<file path="src/rtl/ssab_pkg.sv">
`timescale 1ns / 1ps
`default_nettype none

package ssab_pkg;

  localparam int FRAC_BITS = 16;
  localparam int REG_W     = 21;
  localparam int CFG_IDX_W = 2;

  localparam logic [REG_W-1:0] STEP_TIME_RST    = 21'd1092;
  localparam logic [REG_W-1:0] CONTACT_SKIN_RST = 21'd0;

  typedef enum logic [CFG_IDX_W-1:0] {
    CFG_STEP_TIME    = 2'd0,
    CFG_CONTACT_SKIN = 2'd1
  } cfg_reg_t;

  // one body as it travels down the pipe
  typedef struct packed {
    logic [2:0][31:0] start;
    logic [2:0][31:0] move;
    logic [30:0]      radius;
    logic             fixed;
  } body_t;

  // clamp the full velocity * step product (already shifted) to 32 signed bits
  function automatic logic [31:0] sat_move(input logic signed [53:0] v);
    logic [31:0] r;
    if (v[53:31] == {23{v[53]}}) begin
      r = v[31:0];
    end else if (v[53]) begin
      r = 32'h8000_0000;
    end else begin
      r = 32'h7fff_ffff;
    end
    return r;
  endfunction

  // clamp a box bound to 32 signed bits
  function automatic logic [31:0] sat_bound(input logic signed [33:0] v);
    logic [31:0] r;
    if (v[33:31] == {3{v[33]}}) begin
      r = v[31:0];
    end else if (v[33]) begin
      r = 32'h8000_0000;
    end else begin
      r = 32'h7fff_ffff;
    end
    return r;
  endfunction

endpackage

`default_nettype wire

</file>
<file path="src/rtl/ssab_bounds.sv">
`timescale 1ns / 1ps
`default_nettype none

// Stage 6: end point, box bounds widened by the radius, output registers.
module ssab_bounds (
  input  wire logic             clk,
  input  wire logic             rst_n,
  input  wire logic             in_vld,
  input  wire ssab_pkg::body_t  in_body,
  input  wire logic             in_swept,
  output logic                  out_vld,
  output logic [2:0][31:0]      out_min,
  output logic [2:0][31:0]      out_max,
  output logic [2:0][31:0]      out_move,
  output logic [30:0]           out_radius,
  output logic                  out_swept
);

  logic signed [32:0] st [3];
  logic signed [32:0] fin [3];
  logic signed [32:0] lo_base [3];
  logic signed [32:0] hi_base [3];
  logic signed [33:0] rad_s;
  logic signed [33:0] lo [3];
  logic signed [33:0] hi [3];
  logic [2:0][31:0]   min_nxt;
  logic [2:0][31:0]   max_nxt;

  logic               vld_r;
  logic [2:0][31:0]   min_r;
  logic [2:0][31:0]   max_r;
  logic [2:0][31:0]   move_r;
  logic [30:0]        radius_r;
  logic               swept_r;

  always_comb begin
    rad_s = $signed({3'b0, in_body.radius});
    for (int k = 0; k < 3; k++) begin
      st[k]  = $signed({in_body.start[k][31], in_body.start[k]});
      fin[k] = st[k] + $signed({in_body.move[k][31], in_body.move[k]});
      // end lies below start exactly when the move is negative
      lo_base[k] = (in_swept && in_body.move[k][31]) ? fin[k] : st[k];
      hi_base[k] = (in_swept && !in_body.move[k][31]) ? fin[k] : st[k];
      lo[k] = $signed({lo_base[k][32], lo_base[k]}) - rad_s;
      hi[k] = $signed({hi_base[k][32], hi_base[k]}) + rad_s;
      min_nxt[k] = ssab_pkg::sat_bound(lo[k]);
      max_nxt[k] = ssab_pkg::sat_bound(hi[k]);
    end
  end

  always_ff @(posedge clk) begin
    if (!rst_n) begin
      vld_r <= 1'b0;
    end else begin
      vld_r <= in_vld;
    end
  end

  always_ff @(posedge clk) begin
    min_r    <= min_nxt;
    max_r    <= max_nxt;
    move_r   <= in_body.move;
    radius_r <= in_body.radius;
    swept_r  <= in_swept;
  end

  assign out_vld    = vld_r;
  assign out_min    = min_r;
  assign out_max    = max_r;
  assign out_move   = move_r;
  assign out_radius = radius_r;
  assign out_swept  = swept_r;

endmodule

`default_nettype wire

</file>
<file path="config.mk">
export PLATFORM = sky130hd
export DESIGN_NAME = ssab_bounds
export DESIGN_NICKNAME = d
export VERILOG_FILES = /design/src/rtl/ssab_pkg.sv /design/src/rtl/ssab_bounds.sv
export SDC_FILE = /design/constraint.sdc
export NUM_CORES = 1
export LEC_CHECK = 0
export BUFFER_PORTS_ARGS = -buffer_cell sky130_fd_sc_hd__buf_2
export CAP_MARGIN = 25
export CELL_PAD_IN_SITES_DETAIL_PLACEMENT = 0
export CELL_PAD_IN_SITES_GLOBAL_PLACEMENT = 2
export CORE_MARGIN = 4
export CORE_UTILIZATION = 35
export DETAILED_ROUTE_END_ITERATION = 8
export PLACE_DENSITY = 0.95
export SLEW_MARGIN = 20
export SYNTH_ARGS = -nofsm -noshare
export SYNTH_HDL_FRONTEND = slang
export SYNTH_SLANG_ARGS = --single-unit
</file>
<file path="constraint.sdc">
create_clock -name clk -period 9.2 [get_ports clk]
set_input_delay 0.46 -clock clk [delete_from_list [all_inputs] [get_ports clk]]
set_output_delay 0.46 -clock clk [all_outputs]
set_load 0.01 [all_outputs]
</file>
# Yosys cells after proc, flatten, opt, wreduce, memory -nomap -nowiden
# Cells that the tools add are included.
# word_totals
register_bits	321
out_inout_bits	321
inputBits	228
n_memories	0
rom_bits	0
mem_bits_rw	0
elab_cells	54
latchBits	0
# classes
bitwise_logic	0
muxes	18
div_mod_pow	0
eq_ne	6
multipliers	0
order_cmp	0
n_shift	0
n_reduce_logical	9
n_addsub	9
# op_table
cell	n
$mux W32	12
$mux W33	6
$add A33 B32 Y34	3
$sub A33 B32 Y34	3
$add A32 B32 Y33	3
$eq A2 B2 Y1	6
$logic_and A1 B1 Y1	6
$logic_not A1 Y1	3

# Longest topological paths before layout
# depth
ltp_word	6
depth_mapped	28
ltp_nobuf	26

# Least setup slack after synthesis
# Ideal clock, no wire load.
# synth_path
path_type	input to register
start	input in_body[37] (netlist name)
end	register min_r (netlist bit out_min[1])
path_buffers	1
stages	23
setup_slack_ps	3791
t_arrival_ps	5337
required_time_ps	9128
cell_sequence	ha_1 > a21o_1 > or3_1 > o22a_1 > a31o_2 > a311o_1 > a21boi_1 > or2_2 > o21bai_1 > xnor2_1 > o21ai_0 > ha_1 > and3_1 > nand3_1 > a211oi_1 > nor3_1 > o2111a_1 > a21o_1 > mux2_2 > mux2_4 > o211ai_4 > buf_12 > mux2i_1
# synth_rtl
item	line_no	source
start: declaration	ssab_bounds.sv:9	input wire ssab_pkg::body_t in_body,
end signal: assignment	ssab_bounds.sv:60	min_r <= min_nxt;
end: declaration	ssab_bounds.sv:30	logic [2:0][31:0] min_r;

==> results.cfg <==
[die]
start_util_pct = 35.43
die_w_um = 277.7
io_pins = 549
design.core.area_sq_um = 71850
die_area_sq_um = 77120
rows = 98
die_h_um = 277.7

[synth]
synth.distinct_cells = 95
syn_inst = 3227
synth-seq-cells = 321
synth_seq_area_share_pct = 25.24
synth_top_area_share_pct = 25.24
syn_avg_cell_area_sq_um = 7.889
synth.area.top_cells = dfxtp_1 25%, ha_1 14%, a21oi_1 7.2%, o21ai_0 6.7%, nand2_1 5.0%
synth_nets = 3746
async_flop_share_pct = 0
ys_warn_count = 0
synth_most_common_cell = a21oi_1
ys_top_cells_by_count = 366 x a21oi_1, 343 x o21ai_0, 342 x nand2_1
syn_area_sq_um = 25460
synth_top_area_cell = dfxtp_1
synth_edf_count = 0
synth-main-ff-cell = dfxtp_1

[worst_setup_path]
crit_arrival_ps = 7560
crit_slowest_cell = dlygate4sd3_1
worstSetupStartpointType = input port
required_ps = 9680
path_common_cell = ha_1
endpoint_kind = flip-flop
worstSetupPathType = in -> reg
slowest_delay_ps = 520
cp_max_fo = 21

[drt]
drtIter0Drc = 2304
wl_per_cell_um = 23.40
wirelength_mm = 110.9
num_vias = 26060
first_pass_iters = 5
antenna_left = 0
drc = 0
vias_per_cell = 5.497

[sta]
worst_pin_slew_ps = 1005
fin_crit_ps = 7077
fmax_mhz = 141.3
slew_violations = 0
max_slew_margin_pct = 32.98
rsz0062_at_grt = false
setup_violations = 0
setup-tns-final_ps = 0
finalHoldViolCount = 0
period_share_pct = 76.92
finalWorstSetupSlack_ps = 2123

[clock_network]
clk_pin_slew_worst_paths_ps = 60
cts_root_buffer = clkbuf_16
cts_tree = built
numClockSinks = 321
postCtsSetupBuffers = 0
cts_made_buffers = 39
cts-htree-levels = 2
clockBufferDepth = 3

[power]
peakVddDrop_uv = 155.0
powerDensity_nw_per_um2 = 209.7
p_leak_nw = 14.61

[global_routing]
antenna_found_initial = 27
grt_overflow = 0
gr-usage-all-layers_pct = 27.05
grt_pass1_vias = 24320
grt_start_max_net_pins = 50
grt_pass1_wl_mm = 158.0

[final_layout]
nNetsFinal = 4277
fin_util_pct = 42.73
regArea_sq_um = 6426
multiInputGateArea_sq_um = 18070
drive_gt1_share_pct = 18.77
fillCellCount = 7473
final-instance-count-excl-fill = 4741
area_growth_pct = 20.61

[place]
numPortBuffers = 547
pre_cts_ws_ps = 1907
placed_cells = 4629
gp_congestion = 0.9496
dp_hpwl_mm = 90.15

[worst_hold_path]
hold_class = in -> reg
hp-start = in_body[36]
holdPathEnd = out_move[4]
worstHoldPathCells = 1

[outcome]
status = complete, no violations

[flow_run]
drv_cap = 0
==> sequential cells by signal (all words and copies together), names as in the netlist <==
| name | flops |
|---|---|
| out_max | 96 |
| out_min | 96 |
| out_vld | 1 |
| out_swept | 1 |
| out_radius | 31 |
| out_move | 96 |
==> logic make-up (layout without fill, tap and decap cells) <==
family	after synthesis	after routing	share of synthesized area (%)
flip-flops	321	321	25.24
multiplexers	42	42	1.686
adder cells (fa/ha/maj)	292	292	14.61
XOR/XNOR	247	247	8.527
other	0	8	0
AND/OR/NAND/NOR	809	809	14.72
AO/OA/AOI/OAI	1277	1277	31.36
buffers and inverters	239	795	3.863
==> where the power goes <==
group          total (mW)  internal [mW]  switching [mW]
Sequential           1.86           1.74           0.121
Combinational        3.04           1.16            1.89
Clock                1.53          0.888           0.643
Total                6.44           3.79            2.65
==> metrics by stage <==
stage | total power, mW | hold slack (ps) | instance area, sq um
final | 6.440 | 27.09 | 30710
after global routing | 6.823 | 3.540 | 30700
after CTS | 6.447 | 0.1574 | 30630
after detailed placement | 4.868 | 584.0 | 29060
after global placement | 4.873 | 581.6 | 29040
after floorplan | 3.784 | 487.7 | 25460
==> cell type report <==
| cell class | count | share of cell area, % |
|---|---|---|
| antenna | 8 | 0.06520 |
| clock buffer | 53 | 3.549 |
| clock inverter | 13 | 0.4849 |
| inverter | 122 | 1.491 |
| multi-input combinational | 2667 | 58.86 |
| sequential | 321 | 20.93 |
| tap | 950 | 3.871 |
| timing repair buffer | 607 | 10.75 |
==> worst max-delay path: cells and delay by family <==
| family | cells | cell delay [ps] |
|---|---|---|
| AO/OA/AOI/OAI | 11 | 2830 |
| buffers and inverters | 4 | 1150 |
| AND/OR/NAND/NOR | 5 | 1090 |
| adder cells (fa/ha/maj) | 3 | 1040 |
| multiplexers | 3 | 820 |
| XOR/XNOR | 1 | 150 |
==> worst max-delay path by stage <==
stage | from | end | slack [ps] | cells past startpoint
6_report | in_body[32] | out_min[11] | 2120 | 27
5_1_grt | in_body[32] | out_min[28] | 1780 | 27
4_1_cts | in_body[64] | out_min[54] | 2160 | 26
3_5_place_dp | in_body[100] | out_max[87] | 1910 | 23
3_3_place_gp | in_body[100] | out_max[91] | 1950 | 23
2_1_floorplan | in_body[37] | out_min[1] | 3790 | 23
==> metal layers <==
| layer | GRT usage (%) | up-vias | routed length [um] |
|---|---|---|---|
| met1 | 34.32 | 12120 | 46360 |
| met4 | 8.994 | 12 | 3871 |
| li1 | - | 12800 | - |
| met2 | 45.71 | 962 | 52030 |
| met5 | 0 | - | 72 |
| met3 | 5.740 | 161 | 8576 |
==> timing repair <==
action,in CTS,in global routing
setup endpoints to repair,0,0
hold buffers,33,1
endpoints found under the hold margin,33,1
resized for setup,0,0
==> placed cells by master, fill, tap and decap left out, drive strengths merged, types with 19 or more instances in the layout <==
| cell type | n |
|---|---|
| o31ai | 28 |
| mux2i | 38 |
| clkbuf | 54 |
| buf | 572 |
| nor2 | 150 |
| o21ai | 417 |
| a21o | 156 |
| a21oi | 367 |
| o21bai | 40 |
| xor2 | 119 |
| xnor2 | 128 |
| a31oi | 30 |
| and2 | 19 |
| nor3 | 61 |
| nor2b | 26 |
| dlygate4sd3 | 34 |
| a211oi | 31 |
| inv | 125 |
| dfxtp | 321 |
| nand2b | 43 |
| and3 | 21 |
| nand2 | 342 |
| or2 | 31 |
| nand4 | 29 |
| o211ai | 33 |
| nand3 | 52 |
| ha | 282 |
| o21a | 39 |
Power figures use the tool's default switching activity.
